<file path="config.mk">
export PLATFORM = sky130hd
export DESIGN_NAME = salc_ctrl
export DESIGN_NICKNAME = d
export VERILOG_FILES = /design/src/sv/salc_pkg.sv /design/src/sv/salc_ctrl.sv
export SDC_FILE = /design/constraint.sdc
export NUM_CORES = 1
export LEC_CHECK = 0
export ABC_AREA = 0
export ABC_CLOCK_PERIOD_IN_PS = 1630
export BUFFER_PORTS_ARGS = -buffer_cell sky130_fd_sc_hd__buf_4
export CORE_AREA = 2 2 39 41
export CTS_CLUSTER_SIZE = 25
export DETAILED_ROUTE_END_ITERATION = 10
export DIE_AREA = 0 0 41 43
export PLACE_DENSITY_LB_ADDON = 0.2
export SYNTH_ARGS = -nofsm -noshare
export SYNTH_HDL_FRONTEND = slang
export SYNTH_SLANG_ARGS = --single-unit
</file>
<file path="constraint.sdc">
create_clock -name i_clk -period 1.63 [get_ports i_clk]
set_clock_uncertainty 0.1 [all_clocks]
set_input_delay 0.2445 -clock i_clk [delete_from_list [all_inputs] [get_ports i_clk]]
set_output_delay 0.2445 -clock i_clk [all_outputs]
set_load 0.005 [all_outputs]
</file>
<file path="src/sv/salc_pkg.sv">
// Shared types and constants for the set-associative LRU cache tag store.
package salc_pkg;
    localparam int MAX_SET_BITS = 6;
    localparam int MAX_WAYS     = 8;
    localparam int ADDR_WIDTH   = 64;

    localparam logic [1:0] MODE_LOAD   = 2'd0;
    localparam logic [1:0] MODE_STORE  = 2'd1;
    localparam logic [1:0] MODE_MODIFY = 2'd2;

    localparam logic [1:0] OUT_HIT   = 2'd0;
    localparam logic [1:0] OUT_FILL  = 2'd1;
    localparam logic [1:0] OUT_EVICT = 2'd2;

    localparam logic [1:0] CFG_SET_BITS    = 2'd0;
    localparam logic [1:0] CFG_OFFSET_BITS = 2'd1;
    localparam logic [1:0] CFG_WAYS_IN_USE = 2'd2;

    typedef struct packed {
        logic [1:0]  mode;
        logic [63:0] address;
    } t_in_word;

    typedef struct packed {
        logic [1:0]  outcome;
        logic        second_hit;
        logic [31:0] hits_total;
        logic [31:0] misses_total;
        logic [31:0] evictions_total;
    } t_out_word;

    typedef enum logic [2:0] {
        ST_CLEAR,
        ST_IDLE,
        ST_READ,
        ST_LOOK1,
        ST_LOOK2,
        ST_OUT
    } t_state;

    typedef struct packed {
        logic clear;
        logic load_in;
        logic access;
        logic second;
        logic load_out;
    } t_ctrl;

    typedef struct packed {
        logic modify;
        logic clear_last;
    } t_stat;
endpackage

</file>
<file path="src/sv/salc_ctrl.sv">
// Sequencing state machine for the cache tag store.
module salc_ctrl (
    input  logic                  i_clk,
    input  logic                  i_rst_n,
    input  logic                  i_in_valid,
    output logic                  o_in_ready,
    output logic                  o_out_valid,
    input  logic                  i_out_ready,
    input  salc_pkg::t_stat       i_stat,
    output salc_pkg::t_ctrl       o_ctrl
);
    salc_pkg::t_state r_state, n_state;
    logic r_out_valid, n_out_valid;
    logic out_free;

    assign out_free = !r_out_valid || i_out_ready;

    always_comb begin
        n_state = r_state;
        case (r_state)
            salc_pkg::ST_CLEAR: if (i_stat.clear_last) n_state = salc_pkg::ST_IDLE;
            salc_pkg::ST_IDLE:  if (i_in_valid) n_state = salc_pkg::ST_READ;
            salc_pkg::ST_READ:  n_state = salc_pkg::ST_LOOK1;
            salc_pkg::ST_LOOK1: n_state = i_stat.modify ? salc_pkg::ST_LOOK2
                                                        : salc_pkg::ST_OUT;
            salc_pkg::ST_LOOK2: n_state = salc_pkg::ST_OUT;
            salc_pkg::ST_OUT:   if (out_free) n_state = salc_pkg::ST_IDLE;
            default:            n_state = salc_pkg::ST_IDLE;
        endcase
    end

    always_comb begin
        o_ctrl      = '0;
        o_in_ready  = 1'b0;
        n_out_valid = r_out_valid && !i_out_ready;
        case (r_state)
            salc_pkg::ST_CLEAR: o_ctrl.clear = 1'b1;
            salc_pkg::ST_IDLE: begin
                o_in_ready     = 1'b1;
                o_ctrl.load_in = i_in_valid;
            end
            salc_pkg::ST_READ:  ;
            salc_pkg::ST_LOOK1: o_ctrl.access = 1'b1;
            salc_pkg::ST_LOOK2: o_ctrl.second = 1'b1;
            salc_pkg::ST_OUT: begin
                if (out_free) begin
                    o_ctrl.load_out = 1'b1;
                    n_out_valid     = 1'b1;
                end
            end
            default: ;
        endcase
    end

    assign o_out_valid = r_out_valid;

    always_ff @(posedge i_clk) begin
        if (!i_rst_n) begin
            r_state     <= salc_pkg::ST_CLEAR;
            r_out_valid <= 1'b0;
        end else begin
            r_state     <= n_state;
            r_out_valid <= n_out_valid;
        end
    end
endmodule

</file>
==> results of run 1 <==
## metal layers
layer	GRT usage	wire [um]
met1	0.109	260
met2	0.106	261
met3	0.0838	71
met4	0.0400	0
met5	0	0
## layout make-up
type / instances / share of cell area
multi-input cells: 22 / 0.432
flip-flops and latches: 4 / 0.216
repair buffers: 12 / 0.239
clock buffers: 3 / 0.0598
well taps: 16 / 0.0532
## worst max-delay path by stage
| stage | startpoint | to | slack, ns | cells past startpoint |
|---|---|---|---|---|
| after floorplan | r_state[0]$_SDFFE_PN0P_ | o_ctrl[3] | 0.53 | 3 |
| after global placement | r_state[0]$_SDFFE_PN0P_ | o_ctrl[3] | 0.31 | 3 |
| after CTS | r_state[0]$_SDFFE_PN0P_ | o_ctrl[3] | 0.03 | 3 |
| after detailed placement | r_state[0]$_SDFFE_PN0P_ | o_ctrl[3] | 0.29 | 3 |
| after global routing | r_state[2]$_SDFFE_PN0P_ | o_ctrl[1] | 0.05 | 2 |
| final | r_state[1]$_SDFFE_PN0P_ | o_ctrl[3] | 0.14 | 3 |
## metrics by stage
stage                     total power [uW]  utilization  setup slack, ns  hold WS, ns
after floorplan                        158            -            0.526        0.262
after global placement                 179        0.255            0.314        0.387
after detailed placement               180        0.255            0.291        0.389
after CTS                              311        0.271           0.0269        0.141
after global routing                   333        0.272           0.0533        0.153
final                                  301        0.272            0.142        0.147
## layout by cell type, fill, tap and decap left out, types with 2 or more instances in the layout
cell type	synthesis	routed
buf_4	0	12
clkbuf_4	0	3
dfxtp_1	4	3
nand2_1	2	2
nand2b_1	2	2
nor2b_1	2	2
## timing repair
action / CTS / global route
hold buffers: 0 / 0
endpoints found under the hold margin: 0 / 0
setup endpoints to repair: 0 / 3
gates resized for setup: 0 / 1
## worst max-delay path, cell delays in order, from the launching register on
cell	delay (ns)
dfxtp_1	0.50
nor2b_4	0.09
and3b_1	0.19
buf_4	0.13
## cells by family after synthesis
logic type | count (synthesis) | synth area share
flip-flops | 4 | 0.296
AND/OR/NAND/NOR | 16 | 0.435
buffers and inverters | 3 | 0.102
AO/OA/AOI/OAI | 6 | 0.167
## state kept, by name (all words and copies together) (netlist names)
name and flops:
r_state 3, o_out_valid 1
## power by group
part / total, uW / internal [uW] / leakage (uW) / switching, uW
clock network: 123 / 82.4 / 0.0000138 / 40.6
registers: 118 / 105 / 0.0000329 / 13.1
logic: 60.4 / 39.6 / 0.000125 / 20.7
total: 301 / 227 / 0.000171 / 74.5
==> qor.yml, run 1 <==
status:
  status: "finished, final reports clean"
synthesis:
  synth_top_cell_by_area: "dfxtp_1"
  syn-cell-area_um2: 270
  yosysMostFrequentCell: "dfxtp_1"
  synth_flop_cell: "dfxtp_1"
  synth_edf_count: 0
  syn_nets: 35
  yosysTopAreaCellShare: 0.296
  yosysUniqueCellTypes: 22
  synth_area_leaders: "dfxtp_1 (30%), buf_6 (8.3%), nor2b_4 (5.1%)"
  seq_area_frac_synth: 0.296
  synth-async-reset-ratio: 0
  syn_inst: 29
  synth_top_cells_by_count: "dfxtp_1 (4), buf_6 (2), nand2_1 (2), nand2b_1 (2), nor2b_1 (2)"
  ys_warn_count: 0
  syn_area_per_cell_um2: 9.32
  ys_seq_elements: 4
clock_network:
  cts_setup_buffers: 0
  htree_num_levels: 1
  cts_buffers: 3
  cts_root_buffer: "clkbuf_4"
  cts_tree: "yes"
  clock-sinks: 4
  clkSlewWorstSetupHoldPaths_ns: 0.04
  worstSkewPairLatency_ns: 0.23
  cts.path.max_buffers: 2
timing:
  worstMarginPinSlew_ns: 0.347
  fmax_mhz: 672
  fin_setup_tns_ns: 0
  period_needed_ns: 1.49
  rsz0062_at_grt: "no"
  hold_viol: 0
  fin_crit_sh: 0.913
  setup_viol: 0
  relSlewSlack: 0.768
  finalMaxSlewViolations: 0
detailed_routing:
  via_count: 246
  first_iter_violations: 10
  wirelength_um: 593
  drcViolationCount: 0
  drtPass1Iterations: 4
  ant_nets: 0
  wl_per_cell_um: 10.4
  vias_per_cell: 4.32
power:
  ir_drop_mv: 0.313
  pwr_density_cell_nw_per_um2: 799
  power.leakage_uw: 0.000171
floorplan:
  core_um2: 1380
  start_util: 0.195
  die_y_um: 43
  ioPinCount: 13
  fp.dieArea_um2: 1760
  die_w_um: 41
  fp-row-count: 14
final_layout:
  diodes: 0
  final-instance-count-excl-fill: 57
  nets: 49
  multi_input_area_um2: 163
  n_fill_cell: 164
  drive_gt1_frac: 0.512
  syn_to_final_growth_pct: 39.4
  fin_area_um2: 377
  seq_area_um2: 81.3
critical_path:
  r2r_slack_ns: 0.54
  reg2reg_to: "r_state[2]$_SDFFE_PN0P_"
  worstSetupEndpointType: "output port"
  worstSetupPathType: "reg2out"
  r2r-start: "r_state[1]$_SDFFE_PN0P_"
  worst_setup_path_start_kind: "register"
  worstRegToRegCells: 3
  critPathRequiredTime_ns: 1.29
  crit_fanout: 9
  worstPathArrival_ns: 1.14
placement:
  dpl.cell_count: 54
  gp_congestion: 0.737
  hpwl_um: 450
  portBuffers: 12
  placed_cell_area_um2: 353
global_routing:
  antenna_found_initial: 0
  first_global_vias: 239
  grt_usage: 0.0903
  gr-total-overflow: 0
  grt_first_pass_wirelength_um: 993
  grt_max_degree: 12
min_path:
  hold_depth: 2
  min_from: "i_rst_n"
  whs_endpoint: "r_state[2]$_SDFFE_PN0P_"
  hold_class: "in2reg"
run:
  max_cap_violations: 0
No activity file was read; power rests on OpenSTA's default activity.
==> run 2, diff against run 1 <==
RECOVER_POWER = 50   (was not set)
==> qor.yml, run 2 (synthesis results as in run 1) <==
status:
  status: "finished, final reports clean"
critical_path:
  worstPathArrival_ns: 1.13
  crit_fanout: 9
  cp_slowest_cell: "dfxtp_1"
  r2r_slack_ns: 0.55
  critPathRequiredTime_ns: 1.29
  reg2reg_to: "r_state[1]$_SDFFE_PN0P_"
  crit_chain: "nor2b_4, and3b_1, buf_4"
  r2r-start: "r_state[1]$_SDFFE_PN0P_"
  worstRegToRegCells: 3
  worstSetupEndpointType: "output port"
  worst_setup_path_start_kind: "register"
  worstSetupPathType: "reg2out"
  max_stage_delay_ns: 0.49
detailed_routing:
  drcViolationCount: 0
  ant_nets: 0
  wl_per_cell_um: 10.4
  drtPass1Iterations: 4
  wirelength_um: 593
  first_iter_violations: 10
  via_count: 255
  vias_per_cell: 4.47
placement:
  portBuffers: 12
  dp_slack_ns: 0.291
  hpwl_um: 450
  placed_cell_area_um2: 353
  gp_congestion: 0.737
timing:
  whs_ns: 0.148
  finalMaxSlewViolations: 0
  rsz0062_at_grt: "no"
  relSlewSlack: 0.775
  period_needed_ns: 1.47
  setup_ws_ns: 0.157
  worstMarginPinSlew_ns: 0.337
  fmax_mhz: 679
  fin_crit_sh: 0.903
  setup_viol: 0
  hold_viol: 0
  fin_setup_tns_ns: 0
power:
  pwr-share-comb: 0.195
  swShare: 0.245
  p_seq_frac: 0.392
  ir_drop_mv: 0.312
  pwr_density_cell_nw_per_um2: 814
  net-switching-power_uw: 73.2
  finalPower_uw: 298
  p_int_uw: 225
  clkPwrFrac: 0.413
  power.leakage_uw: 0.000167
global_routing:
  grt_first_pass_wirelength_um: 993
  grt_max_degree: 12
  grt_usage: 0.0903
  gr-total-overflow: 0
  first_global_vias: 239
  antenna_found_initial: 0
floorplan:
  die_w_um: 41
  fp-row-count: 14
  ioPinCount: 13
  core_um2: 1380
  start_util: 0.195
  fp.dieArea_um2: 1760
  die_y_um: 43
final_layout:
  diodes: 0
  nets: 49
  syn_to_final_growth_pct: 35.6
  layout_commonest_cell: "buf_4"
  top_register: "r_state"
  most-common-layout-cells: "buf_4 (11), clkbuf_4 (4), dfxtp_1 (3)"
  fin_area_um2: 367
  drive_gt1_frac: 0.463
  largest_reg_flops: 3
min_path:
  hold_depth: 2
  whs_endpoint: "r_state[2]$_SDFFE_PN0P_"
  hold_class: "in2reg"
  min_from: "i_rst_n"
clock_network:
  clkSlewWorstSetupHoldPaths_ns: 0.04
  cts_tree: "yes"
  cts.path.max_buffers: 2
  cts_buffers: 3
  cts_setup_buffers: 0
  cts_root_buffer: "clkbuf_4"
  htree_num_levels: 1
  clock-sinks: 4
  worstSkewPairLatency_ns: 0.23
run:
  max_cap_violations: 0
-- run 2: changes by cell type in the layout (fill, tap and decap cells not counted), sizes merged --
| cell | previous run | this run |
|---|---|---|
| clkbuf | 3 | 4 |
| buf | 12 | 11 |
-- run 2: through the flow --
stage	utilization	instances
after global placement	0.255	54
after global routing	0.265	57
after floorplan	-	29
after CTS	0.271	57
final	0.265	57
after detailed placement	0.255	54
-- run 2: worst max-delay path by stage --
stage	endpoint	depth (start not counted)	start	slack [ns]
after global placement	o_ctrl[3]	3	r_state[0]$_SDFFE_PN0P_	0.31
final	o_ctrl[3]	3	r_state[1]$_SDFFE_PN0P_	0.16
after global routing	o_ctrl[1]	2	r_state[2]$_SDFFE_PN0P_	0.07
after floorplan	o_ctrl[3]	3	r_state[0]$_SDFFE_PN0P_	0.53
after CTS	o_ctrl[3]	3	r_state[0]$_SDFFE_PN0P_	0.03
after detailed placement	o_ctrl[3]	3	r_state[0]$_SDFFE_PN0P_	0.29
-- run 2: final cells by class --
class	count	area (um2)
Clock buffer	3	22.5
Fill cell	165	1020
Multi-Input combinational cell	22	153
Sequential cell	4	81.3
Tap cell	16	20.0
Timing Repair Buffer	12	90.1
-- run 2: power groups by stage --
stage,Sequential (uW),Combinational (uW),Clock [uW]
2_1_floorplan,107,50.4,0
4_1_cts,117,61.7,132
6_report,117,58.3,123
3_3_place_gp,118,60.9,0
5_1_grt,119,65.0,146
3_5_place_dp,119,61.3,0
-- run 2: routing by layer --
metal	vias up	global-route usage	part of all wire
met3	0	0.0838	0.12
li1	125	-	-
met1	116	0.109	0.44
met2	14	0.106	0.44
met4	0	0.0400	0
met5	-	0	0
-- run 2: repair_timing --
action	4_1_cts	5_1_grt
endpoints found under the setup margin	0	3
hold buffers	0	0
hold endpoints to repair	0	0
gates resized for setup	0	1
-- run 2: critical path, delay by kind of cell, from the launching register on --
| family | cells | cell delay [ns] |
|---|---|---|
| flops | 1 | 0.49 |
| simple gates | 2 | 0.28 |
| buf+inv | 1 | 0.13 |
==> run 3, diff against run 2 <==
CTS_BUF_LIST = sky130_fd_sc_hd__clkbuf_8 sky130_fd_sc_hd__clkbuf_16   (was not set)
PLACE_DENSITY_LB_ADDON = not set   (was 0.2)
==> qor.yml, run 3 (synthesis results as in run 1) <==
floorplan:
  fp.dieArea_um2: 1760
  die_w_um: 41
  core_um2: 1380
  start_util: 0.195
  fp-row-count: 14
  ioPinCount: 13
  die_y_um: 43
final_layout:
  multi_input_area_um2: 153
  top_register: "r_state"
  syn_to_final_growth_pct: 42.6
  diodes: 0
  most-common-layout-cells: "buf_4 (11), clkbuf_8 (3), dfxtp_1 (3)"
  nets: 49
  seq_area_um2: 81.3
  n_fill_cell: 149
  drive_gt1_frac: 0.463
  layout_commonest_cell: "buf_4"
  largest_reg_flops: 3
clock_network:
  clock-sinks: 4
  worstSkewPairLatency_ns: 0.22
  clkSlewWorstSetupHoldPaths_ns: 0.03
  htree_num_levels: 1
  post_cts_resized: 0
  cts_buffers: 3
  cts_setup_buffers: 0
  cts_hold_buf: 0
  cts_tree: "yes"
  cts.path.max_buffers: 2
  cts_root_buffer: "clkbuf_8"
detailed_routing:
  drtPass1Iterations: 3
  via_count: 238
  drcViolationCount: 0
  first_iter_violations: 3
  vias_per_cell: 4.18
  wl_per_cell_um: 9.54
  wirelength_um: 544
  ant_nets: 0
timing:
  hold_viol: 0
  finalMaxSlewViolations: 0
  setup_viol: 0
  rsz0062_at_grt: "no"
  fin_setup_tns_ns: 0
  period_needed_ns: 1.47
  worstMarginPinSlew_ns: 0.333
  setup_ws_ns: 0.158
  relSlewSlack: 0.778
  fmax_mhz: 679
  fin_crit_sh: 0.903
global_routing:
  use_met3: 0.0419
  first_global_vias: 223
  grt_max_degree: 12
  grt_usage: 0.0843
  gr-max-usage-layer: "met1"
  grt_first_pass_wirelength_um: 945
  gr-total-overflow: 0
  grt_util_met1: 0.109
  antenna_found_initial: 0
  use_met2: 0.0844
critical_path:
  crit_fanout: 9
  worstRegToRegCells: 3
  worstSetupEndpointType: "output port"
  worst_setup_path_start_kind: "register"
  r2r-start: "r_state[1]$_SDFFE_PN0P_"
  setup.worst_path.start: "r_state[1]$_SDFFE_PN0P_"
  worstPathArrival_ns: 1.13
  critPathRequiredTime_ns: 1.29
  worstSetupPathType: "reg2out"
placement:
  gp_congestion: 0.731
  portBuffers: 12
  hpwl_um: 381
  dp_slack_ns: 0.297
power:
  ir_drop_mv: 0.480
  power.leakage_uw: 0.000175
  pwr_density_cell_nw_per_um2: 996
status:
  status: "finished, final reports clean"
min_path:
  hold_class: "in2reg"
  min_from: "i_rst_n"
  hold_depth: 2
run:
  max_cap_violations: 0
## run 3: path summary, 6_finish.rpt
path / to / slack, ns
max: o_ctrl[3] / 0.16
min: r_state[2]$_SDFFE_PN0P_ / 0.16
max reg2reg: r_state[0]$_SDFFE_PN0P_ / 0.52
min reg2reg: o_out_valid$_SDFF_PN0_ / 0.43
## run 3: final cells by class
type,instances,share of cell area
multi-input cells,22,0.396
flip-flops and latches,4,0.211
clock buffers,3,0.107
well taps,16,0.0519
repair buffers,12,0.234
## run 3: power breakdown
group	leakage [uW]	total, uW	internal, uW	switching [uW]
Clock	0.0000216	208	157	50.7
Sequential	0.0000329	118	105	12.9
Combinational	0.000120	58.0	38.4	19.6
Total	0.000175	384	301	83.2
## run 3: layer usage
metal | vias up | wire length, um
met1 | 101 | 262
li1 | 125 | -
met2 | 10 | 218
met5 | - | 0
met3 | 2 | 46
met4 | 0 | 15
## run 3: stage by stage
step            util  total power, uW  hold slack (ns)  std cells  instance area, um2
2_1_floorplan      -              158            0.262         29                 270
3_3_place_gp   0.255              179            0.379         54                 353
3_5_place_dp   0.255              179            0.381         54                 353
4_1_cts        0.285              392            0.156         57                 394
5_1_grt        0.278              408            0.163         57                 385
6_report       0.278              384            0.158         57                 385
## run 3: worst max-delay path: stages (launching register included)
cell,delay [ns]
dfxtp_1,0.50
nor2b_4,0.09
and3b_1,0.19
buf_4,0.13
